`src/hdl/tcbp_pkg.sv`:
```
// ----------------------------------------------------------------------------
// tcbp_pkg
// Types and constants for the three-cell battery protection check pipeline.
// ----------------------------------------------------------------------------
package tcbp_pkg;

  localparam int CFG_IDX_W  = 3;
  localparam int CFG_DATA_W = 18;

  localparam logic [CFG_IDX_W-1:0] REG_PACK_MAX       = 3'd0;
  localparam logic [CFG_IDX_W-1:0] REG_PACK_MIN       = 3'd1;
  localparam logic [CFG_IDX_W-1:0] REG_CELL_MAX       = 3'd2;
  localparam logic [CFG_IDX_W-1:0] REG_CELL_MIN       = 3'd3;
  localparam logic [CFG_IDX_W-1:0] REG_IMBALANCE      = 3'd4;
  localparam logic [CFG_IDX_W-1:0] REG_UPPER_SAFE     = 3'd5;
  localparam logic [CFG_IDX_W-1:0] REG_DISCHARGE_LIM  = 3'd6;
  localparam logic [CFG_IDX_W-1:0] REG_CHARGE_LIM     = 3'd7;

  localparam logic [17:0] RST_PACK_MAX      = 18'd7400;
  localparam logic [17:0] RST_PACK_MIN      = 18'd1000;
  localparam logic [15:0] RST_CELL_MAX      = 16'd2600;
  localparam logic [15:0] RST_CELL_MIN      = 16'd1000;
  localparam logic [15:0] RST_IMBALANCE     = 16'd300;
  localparam logic [15:0] RST_UPPER_SAFE    = 16'd2450;
  localparam logic [15:0] RST_DISCHARGE_LIM = 16'd20000;
  localparam logic [15:0] RST_CHARGE_LIM    = 16'd5000;

  // margin above the cell minimum used as a drain target
  localparam logic [16:0] SAFE_MARGIN_MV = 17'd50;

  typedef struct packed {
    logic [17:0] pack_max_mv;
    logic [17:0] pack_min_mv;
    logic [15:0] cell_max_mv;
    logic [15:0] cell_min_mv;
    logic [15:0] imbalance_mv;
    logic [15:0] upper_safe_mv;
    logic [15:0] discharge_limit_ma;
    logic [15:0] charge_limit_ma;
  } cfg_t;

  typedef struct packed {
    logic [15:0] cell_a_mv;
    logic [15:0] cell_b_mv;
    logic [15:0] cell_c_mv;
    logic [15:0] pack_current_ma;
    logic        charging;
  } in_t;

  typedef struct packed {
    logic [17:0] pack_mv;
    logic [15:0] lowest_cell_mv;
    logic        over_current;
    logic        pack_full;
    logic        pack_dead;
    logic [2:0]  overvolt_mask;
    logic [15:0] overvolt_target_mv;
    logic [2:0]  balance_mask;
    logic [15:0] balance_target_mv;
    logic [2:0]  undervolt_mask;
  } out_t;

  // after sum / minimum / per-cell limit compares
  typedef struct packed {
    logic [2:0][15:0] cells;
    logic [17:0]      pack_mv;
    logic [15:0]      min_mv;
    logic             chg;
    logic             oc;
    logic [2:0]       ov;
    logic [2:0]       uv;
  } s1_t;

  // after pack flags, thresholds and overvoltage target
  typedef struct packed {
    logic [2:0][15:0] cells;
    logic [17:0]      pack_mv;
    logic [15:0]      min_mv;
    logic             chg;
    logic             oc;
    logic             full;
    logic             dead;
    logic [2:0]       ov;
    logic [2:0]       uv;
    logic [15:0]      ov_tgt;
    logic [16:0]      bal_thr;
    logic             in_window;
    logic             below_min;
    logic [2:0]       safe_ge;
    logic [15:0]      safe_sat;
  } s2_t;

endpackage

```
`src/hdl/tcbp_cfg.sv`:
```
// ----------------------------------------------------------------------------
// tcbp_cfg
// Configuration register file, written through a plain write port.
// ----------------------------------------------------------------------------
module tcbp_cfg (
  input  logic                             clk,
  input  logic                             rst_n,
  input  logic                             cfg_we,
  input  logic [tcbp_pkg::CFG_IDX_W-1:0]   cfg_idx,
  input  logic [tcbp_pkg::CFG_DATA_W-1:0]  cfg_wdata,
  output tcbp_pkg::cfg_t                   cfg
);
  import tcbp_pkg::*;

  cfg_t cfg_r;
  cfg_t cfg_nxt;

  always_comb begin
    cfg_nxt = cfg_r;
    if (cfg_we) begin
      unique case (cfg_idx)
        REG_PACK_MAX:      cfg_nxt.pack_max_mv        = cfg_wdata;
        REG_PACK_MIN:      cfg_nxt.pack_min_mv        = cfg_wdata;
        REG_CELL_MAX:      cfg_nxt.cell_max_mv        = cfg_wdata[15:0];
        REG_CELL_MIN:      cfg_nxt.cell_min_mv        = cfg_wdata[15:0];
        REG_IMBALANCE:     cfg_nxt.imbalance_mv       = cfg_wdata[15:0];
        REG_UPPER_SAFE:    cfg_nxt.upper_safe_mv      = cfg_wdata[15:0];
        REG_DISCHARGE_LIM: cfg_nxt.discharge_limit_ma = cfg_wdata[15:0];
        REG_CHARGE_LIM:    cfg_nxt.charge_limit_ma    = cfg_wdata[15:0];
        default:           cfg_nxt = cfg_r;
      endcase
    end
  end

  always_ff @(posedge clk) begin
    if (!rst_n) begin
      cfg_r.pack_max_mv        <= RST_PACK_MAX;
      cfg_r.pack_min_mv        <= RST_PACK_MIN;
      cfg_r.cell_max_mv        <= RST_CELL_MAX;
      cfg_r.cell_min_mv        <= RST_CELL_MIN;
      cfg_r.imbalance_mv       <= RST_IMBALANCE;
      cfg_r.upper_safe_mv      <= RST_UPPER_SAFE;
      cfg_r.discharge_limit_ma <= RST_DISCHARGE_LIM;
      cfg_r.charge_limit_ma    <= RST_CHARGE_LIM;
    end else begin
      cfg_r <= cfg_nxt;
    end
  end

  assign cfg = cfg_r;

endmodule

```
`src/hdl/tcbp_front.sv`:
```
// ----------------------------------------------------------------------------
// tcbp_front
// Stage 1: pack sum, smallest cell, per-cell limit and overcurrent compares.
// ----------------------------------------------------------------------------
module tcbp_front (
  input  logic           clk,
  input  logic           rst_n,
  input  tcbp_pkg::cfg_t cfg,
  input  logic           vld_i,
  input  tcbp_pkg::in_t  data_i,
  output logic           rdy_o,
  output logic           vld_o,
  output tcbp_pkg::s1_t  data_o,
  input  logic           rdy_i
);
  import tcbp_pkg::*;

  logic             vld_r;
  s1_t              data_r;
  s1_t              data_nxt;
  logic [2:0][15:0] cells;
  logic [15:0]      min_ab;
  logic [15:0]      cur_lim;

  assign cells = {data_i.cell_c_mv, data_i.cell_b_mv, data_i.cell_a_mv};
  assign min_ab  = (cells[1] < cells[0]) ? cells[1] : cells[0];
  assign cur_lim = data_i.charging ? cfg.charge_limit_ma : cfg.discharge_limit_ma;

  always_comb begin
    data_nxt.cells   = cells;
    data_nxt.pack_mv = {2'b00, cells[0]} + {2'b00, cells[1]} + {2'b00, cells[2]};
    data_nxt.min_mv  = (cells[2] < min_ab) ? cells[2] : min_ab;
    data_nxt.chg     = data_i.charging;
    data_nxt.oc      = (data_i.pack_current_ma >= cur_lim);
    for (int i = 0; i < 3; i++) begin
      data_nxt.uv[i] = (cells[i] <= cfg.cell_min_mv);
      data_nxt.ov[i] = data_i.charging && (cells[i] >= cfg.cell_max_mv);
    end
  end

  assign rdy_o = !vld_r || rdy_i;

  always_ff @(posedge clk) begin
    if (!rst_n) begin
      vld_r <= 1'b0;
    end else if (rdy_o) begin
      vld_r <= vld_i;
    end
  end

  always_ff @(posedge clk) begin
    if (rdy_o && vld_i) begin
      data_r <= data_nxt;
    end
  end

  assign vld_o  = vld_r;
  assign data_o = data_r;

endmodule

```
`src/hdl/tcbp_mid.sv`:
```
// ----------------------------------------------------------------------------
// tcbp_mid
// Stage 2: pack flags, balance threshold, safe level and overvoltage target.
// ----------------------------------------------------------------------------
module tcbp_mid (
  input  logic           clk,
  input  logic           rst_n,
  input  tcbp_pkg::cfg_t cfg,
  input  logic           vld_i,
  input  tcbp_pkg::s1_t  data_i,
  output logic           rdy_o,
  output logic           vld_o,
  output tcbp_pkg::s2_t  data_o,
  input  logic           rdy_i
);
  import tcbp_pkg::*;

  logic        vld_r;
  s2_t         data_r;
  s2_t         data_nxt;
  logic [16:0] safe_mv;
  logic [15:0] safe_sat;

  // unsaturated safe level for compares, saturated copy for targets
  assign safe_mv  = {1'b0, cfg.cell_min_mv} + SAFE_MARGIN_MV;
  assign safe_sat = safe_mv[16] ? 16'hFFFF : safe_mv[15:0];

  always_comb begin
    data_nxt.cells     = data_i.cells;
    data_nxt.pack_mv   = data_i.pack_mv;
    data_nxt.min_mv    = data_i.min_mv;
    data_nxt.chg       = data_i.chg;
    data_nxt.oc        = data_i.oc;
    data_nxt.ov        = data_i.ov;
    data_nxt.uv        = data_i.uv;
    data_nxt.full      = data_i.chg && (data_i.pack_mv >= cfg.pack_max_mv);
    data_nxt.dead      = (data_i.pack_mv <= cfg.pack_min_mv);
    data_nxt.bal_thr   = {1'b0, data_i.min_mv} + {1'b0, cfg.imbalance_mv};
    data_nxt.in_window = (data_i.min_mv > cfg.cell_min_mv) &&
                         (data_i.min_mv < cfg.cell_max_mv);
    data_nxt.below_min = (data_i.min_mv <= cfg.cell_min_mv);
    data_nxt.safe_sat  = safe_sat;
    for (int i = 0; i < 3; i++) begin
      data_nxt.safe_ge[i] = ({1'b0, data_i.cells[i]} >= safe_mv);
    end
    priority if (data_i.ov == 3'b000) begin
      data_nxt.ov_tgt = '0;
    end else if (data_i.min_mv < cfg.cell_min_mv) begin
      data_nxt.ov_tgt = safe_sat;
    end else if (data_i.min_mv > cfg.cell_max_mv) begin
      data_nxt.ov_tgt = cfg.upper_safe_mv;
    end else begin
      data_nxt.ov_tgt = data_i.min_mv;
    end
  end

  assign rdy_o = !vld_r || rdy_i;

  always_ff @(posedge clk) begin
    if (!rst_n) begin
      vld_r <= 1'b0;
    end else if (rdy_o) begin
      vld_r <= vld_i;
    end
  end

  always_ff @(posedge clk) begin
    if (rdy_o && vld_i) begin
      data_r <= data_nxt;
    end
  end

  assign vld_o  = vld_r;
  assign data_o = data_r;

endmodule

```
`src/hdl/tcbp_back.sv`:
```
// ----------------------------------------------------------------------------
// tcbp_back
// Stage 3: balance compares, balance mask and target, output register.
// ----------------------------------------------------------------------------
module tcbp_back (
  input  logic           clk,
  input  logic           rst_n,
  input  logic           vld_i,
  input  tcbp_pkg::s2_t  data_i,
  output logic           rdy_o,
  output logic           vld_o,
  output tcbp_pkg::out_t data_o,
  input  logic           rdy_i
);
  import tcbp_pkg::*;

  logic       vld_r;
  out_t       data_r;
  out_t       data_nxt;
  logic [2:0] bal;

  always_comb begin
    for (int i = 0; i < 3; i++) begin
      bal[i] = data_i.chg && ({1'b0, data_i.cells[i]} >= data_i.bal_thr) &&
               (data_i.in_window || (data_i.below_min && data_i.safe_ge[i]));
    end
  end

  always_comb begin
    data_nxt.pack_mv            = data_i.pack_mv;
    data_nxt.lowest_cell_mv     = data_i.min_mv;
    data_nxt.over_current       = data_i.oc;
    data_nxt.pack_full          = data_i.full;
    data_nxt.pack_dead          = data_i.dead;
    data_nxt.overvolt_mask      = data_i.ov;
    data_nxt.overvolt_target_mv = data_i.ov_tgt;
    data_nxt.balance_mask       = bal;
    data_nxt.undervolt_mask     = data_i.uv;
    // window and below-minimum cases exclude each other
    priority if (bal == 3'b000) begin
      data_nxt.balance_target_mv = '0;
    end else if (data_i.in_window) begin
      data_nxt.balance_target_mv = data_i.min_mv;
    end else begin
      data_nxt.balance_target_mv = data_i.safe_sat;
    end
  end

  assign rdy_o = !vld_r || rdy_i;

  always_ff @(posedge clk) begin
    if (!rst_n) begin
      vld_r <= 1'b0;
    end else if (rdy_o) begin
      vld_r <= vld_i;
    end
  end

  always_ff @(posedge clk) begin
    if (rdy_o && vld_i) begin
      data_r <= data_nxt;
    end
  end

  assign vld_o  = vld_r;
  assign data_o = data_r;

endmodule

```
`src/hdl/three_cell_battery_protection_check.sv`:
```
// stages: three register stages, front, mid and back; out_valid rises once
// an input transfer has passed all three, and the result transfers unless stalled
// throughput: one item per cycle; each stage holds its item while the stage
// after it is full and stalled
// reset: synchronous active-low rst_n clears all stage valid bits and
// loads the default thresholds into the configuration registers
// ----------------------------------------------------------------------------
// three_cell_battery_protection_check
// Pipelined cell protection, pack status and drain mask evaluation.
// ----------------------------------------------------------------------------
module three_cell_battery_protection_check (
  input  logic                             clk,
  input  logic                             rst_n,
  input  logic                             cfg_we,
  input  logic [tcbp_pkg::CFG_IDX_W-1:0]   cfg_idx,
  input  logic [tcbp_pkg::CFG_DATA_W-1:0]  cfg_wdata,
  input  logic                             in_valid,
  output logic                             in_stall,
  input  tcbp_pkg::in_t                    in_data,
  output logic                             out_valid,
  input  logic                             out_stall,
  output tcbp_pkg::out_t                   out_data
);
  import tcbp_pkg::*;

  cfg_t cfg;
  logic s1_vld;
  logic s2_vld;
  logic s1_rdy;
  logic s2_rdy;
  logic s3_rdy;
  s1_t  s1_data;
  s2_t  s2_data;

  tcbp_cfg u_cfg (
    .clk       (clk),
    .rst_n     (rst_n),
    .cfg_we    (cfg_we),
    .cfg_idx   (cfg_idx),
    .cfg_wdata (cfg_wdata),
    .cfg       (cfg)
  );

  tcbp_front u_front (
    .clk    (clk),
    .rst_n  (rst_n),
    .cfg    (cfg),
    .vld_i  (in_valid),
    .data_i (in_data),
    .rdy_o  (s1_rdy),
    .vld_o  (s1_vld),
    .data_o (s1_data),
    .rdy_i  (s2_rdy)
  );

  tcbp_mid u_mid (
    .clk    (clk),
    .rst_n  (rst_n),
    .cfg    (cfg),
    .vld_i  (s1_vld),
    .data_i (s1_data),
    .rdy_o  (s2_rdy),
    .vld_o  (s2_vld),
    .data_o (s2_data),
    .rdy_i  (s3_rdy)
  );

  tcbp_back u_back (
    .clk    (clk),
    .rst_n  (rst_n),
    .vld_i  (s2_vld),
    .data_i (s2_data),
    .rdy_o  (s3_rdy),
    .vld_o  (out_valid),
    .data_o (out_data),
    .rdy_i  (!out_stall)
  );

  assign in_stall = !s1_rdy;

endmodule

```
`config.mk`:
```
export PLATFORM = sky130hd
export DESIGN_NAME = three_cell_battery_protection_check
export DESIGN_NICKNAME = d
export VERILOG_FILES = /design/src/hdl/tcbp_pkg.sv /design/src/hdl/tcbp_cfg.sv /design/src/hdl/tcbp_front.sv /design/src/hdl/tcbp_mid.sv /design/src/hdl/tcbp_back.sv /design/src/hdl/three_cell_battery_protection_check.sv
export SDC_FILE = /design/constraint.sdc
export NUM_CORES = 1
export LEC_CHECK = 0
export BUFFER_PORTS_ARGS = -buffer_cell sky130_fd_sc_hd__buf_4
export CAP_MARGIN = 5
export CELL_PAD_IN_SITES_DETAIL_PLACEMENT = 0
export CELL_PAD_IN_SITES_GLOBAL_PLACEMENT = 1
export CORE_MARGIN = 5
export CORE_UTILIZATION = 42
export DETAILED_ROUTE_END_ITERATION = 7
export PLACE_DENSITY_LB_ADDON = 0.08
export SKIP_CTS_REPAIR_TIMING = 1
export SYNTH_ARGS = -nofsm -noshare
export SYNTH_HDL_FRONTEND = slang
export SYNTH_SLANG_ARGS = --single-unit
export TNS_END_PERCENT = 100
```
`constraint.sdc`:
```
create_clock -name clk -period 11.6 [get_ports clk]
set_clock_uncertainty 0.1 [all_clocks]
set_input_delay 2.32 -clock clk [delete_from_list [all_inputs] [get_ports clk]]
set_output_delay 2.32 -clock clk [all_outputs]
set_load 0.005 [all_outputs]
```
==> run summary <==
area of the die = 63800 um^2
via total after detailed routing = 17600
number of global-route vias before repair = 17700
worst hold path type = flip-flop to flip-flop
Critical Path Fanout Max = 17
final setup TNS = 0 ns
most frequent cells in the layout = 356 x ha_1, 314 x edfxtp_1, 302 x nand2_1, 191 x buf_4, 145 x inv_1
combinational power share = 0.181
Ports = 171
CTS clk-pin slew, worst paths = 0.06 ns
CP Cell Sequence = buf_4, inv_1, ha_1, a2111oi_2, o211ai_1, o31ai_4, buf_4, nor2_1, a21oi_1, ha_1, a21o_1, a21o_1, a21oi_1, nand2_1, a31o_1, a21oi_4, mux2_1
DRC Markers = 0
Post-Synth XOR/XNOR Area = 0.0181
grt total ovfl = 0
Buf/Inv on CP = 3
outcome = finished, final reports clean
Post-synth EDFFs = 314
Root Buffer = clkbuf_16
Sequential Power Share = 0.458
Worst R2R Start = u_cfg.cfg[65]
Total Nets Final = 2879
family with the most delay on the worst path = compound AO/OA/AOI/OAI gates
Sink Count = 449
Layout area overhead = 15.1%
Worst EP arrival = 6.91 ns
mux contribution to synthesized area = 0.0264
top cell type's share of synthesized area = 0.382
initial antenna violation count = 2
unrepaired setup endpoints after global routing = no
Hold Path Sink = u_back.data_o[61]
layout cell share with drive strength beyond 1 = 0.113
mapped cell area = 24700 um^2
Post-Synthesis Mean Instance Area = 11.0 um^2
commonest non-fill, non-tap cell in the layout = ha_1
ys async rst share = 0
Max Clk Rate = 0.150 GHz
HPWL Detailed = 58800 um
# fillers = 5367
area share of fa/ha/maj cells after synthesis = 0.183
post-route clock period utilization = 0.573
CP max stage delay = 0.69 ns
final RePlAce weighted congestion = 0.902
largest family of logic cells by synthesized area = adder cells
Initial Util = 0.421
worst r2r path cells = 10
Synth Area in Compound Gates = 0.135
Clk pwr share = 0.362
leakage power = 11.7 nW
slowest cell on the critical path = o31ai_4
H-tree depth = 2
CTS Buf Count = 51
R2R setup slack = 7.79 ns
Layout Utilization = 0.485
#FFs+latches synth = 449
CTS Buffer Depth = 3
Worst-Margin Slew = 1.22 ns
largest net degree at the start of global routing = 81
worst slack at placement = 4.36 ns
Cell Rows = 89
hold depth = 0
worst vdd ir = 0.106 mV
predominant post-synthesis flop cell = edfxtp_1
final worst slack = 4.95 ns
synth unique cells = 65
Global Route Usage Sum = 0.241
Startpoint Class = primary input
Synth Instances = 2252
Pint = 3.08 mW
Net Sw Frac = 0.290
yosys synthesis warning count = 0
Vert. Die Dim = 253 um
CTS tree = yes
IO Port Bufs = 170
final antenna-violating net count = 0
total core area = 58700 um^2
Area contributors post-synth = edfxtp_1 38%, ha_1 18%, dfxtp_1 11%
syn nets = 2702
Crit Path Category = primary input to flip-flop
First DRT Iteration DRCs = 1199
drt via density = 5.43
worst skew pair latency = 0.61 ns
final WL = 78000 um
hold_sp = u_mid.data_o[81]
slew margin rel. = 0.184
Min Clock Period, post-route = 6.65 ns
Die W = 253 um
Pwr Density = 152 nW/um^2
DR WL/cell = 24.0 um
simple-gate area share of the yosys netlist = 0.112
Final setup viols = 0
Worst Setup End Kind = flip-flop
post-synthesis sequential area ratio = 0.491
Final Power = 4.34 mW
max cap viols = 0
first-pass GRT wire length = 115000 um
cell taking the most area after synthesis = edfxtp_1
DRT Pass-1 Iters = 5
reg2reg end = u_mid.data_o[18]
fin. max-slew vios = 0
Worst Path Required = 11.86 ns
Final Hold Viols = 0
sw power = 1.26 mW
## worst max path at each step
| stage | startpoint | endpoint | slack (ns) | cells after the start |
|---|---|---|---|---|
| 6_report | in_data[62] | u_front.data_o[8] | 4.95 | 17 |
| 5_1_grt | in_data[62] | u_front.data_o[8] | 4.59 | 17 |
| 4_1_cts | in_data[62] | u_front.data_o[8] | 4.99 | 17 |
| 3_5_place_dp | in_data[62] | u_front.data_o[8] | 4.36 | 17 |
| 3_3_place_gp | in_data[62] | u_front.data_o[8] | 4.39 | 17 |
| 2_1_floorplan | out_stall | u_mid.data_o[0] | 1.85 | 2 |
## final cells by class
cell class,instances,area (um^2),share of cell area
inverter,145,544,0.0191
clock inverter,29,255,0.00897
tap,773,967,0.0340
timing repair buffer,191,1430,0.0504
sequential,449,12100,0.426
multi-input combinational,1591,11800,0.414
clock buffer,65,1350,0.0474
antenna,2,5.00,0.000176
## metrics by stage
step / std cells / area (um^2) / hold slack, ns
final: 3245 / 28500 / 0.313
after global placement: 3149 / 26800 / 0.302
after CTS: 3243 / 28400 / 0.318
after detailed placement: 3149 / 26800 / 0.305
after floorplan: 2252 / 24700 / 0.300
after global routing: 3245 / 28500 / 0.322
## cells by family after synthesis
group	after synthesis
xor gates and xnor gates	51
and+or+nand+nor	618
AOI/OAI and AO/OA	498
muxes	65
adders and majority gates	359
DFF	449
buffers and inverters	212
## cell usage after synthesis (10+ instances only)
cell,number
a2111oi_0,10
ha_1,356
inv_1,145
o211ai_1,37
edfxtp_1,314
nand2b_1,27
nand2_1,302
xor2_1,11
nor2_1,108
a21oi_1,111
mux2i_1,63
o21ai_1,24
a21boi_0,89
o21ai_0,58
nand3_1,44
nor2b_1,34
buf_4,12
clkbuf_1,49
nand4_1,39
o21a_1,41
a211oi_1,17
xnor2_1,40
dfxtp_1,135
nor3_1,30
a21o_1,55
## worst reg2reg max path: stages (launching register included)
cell and delay [ns]:
dfxtp_1 0.67, nand3_1 0.22, and3_1 0.33, nand2b_1 0.19, xnor2_1 0.72, ha_1 0.41
a211oi_1 0.24, a21oi_1 0.10, o31a_1 0.27, o21ai_0 0.18, a21oi_1 0.11
## power groups by stage
| stage | Combinational, mW | Sequential [mW] | Clock [mW] |
|---|---|---|---|
| final | 0.784 | 1.98 | 1.57 |
| after global routing | 0.879 | 1.99 | 1.68 |
| after CTS | 0.785 | 1.99 | 1.61 |
| after global placement | 0.762 | 2.02 | 0 |
| after floorplan | 0.529 | 1.94 | 0 |
| after detailed placement | 0.778 | 2.02 | 0 |
## metal layers
metal,global-route usage,part of all wire,vias to the layer above
li1,-,-,8538
met1,0.335,0.45,8486
met2,0.396,0.47,448
met3,0.0303,0.045,139
met4,0.0763,0.034,0
met5,0,0,-
## sequential cells by signal, indices dropped and copies added (netlist names)
register and flops:
u_mid.data_o 146, u_cfg.cfg 132, u_front.data_o 90, u_back.data_o 78, u_back.vld_o 1, u_front.vld_o 1
u_mid.vld_o 1
Power figures use the tool's default switching activity.
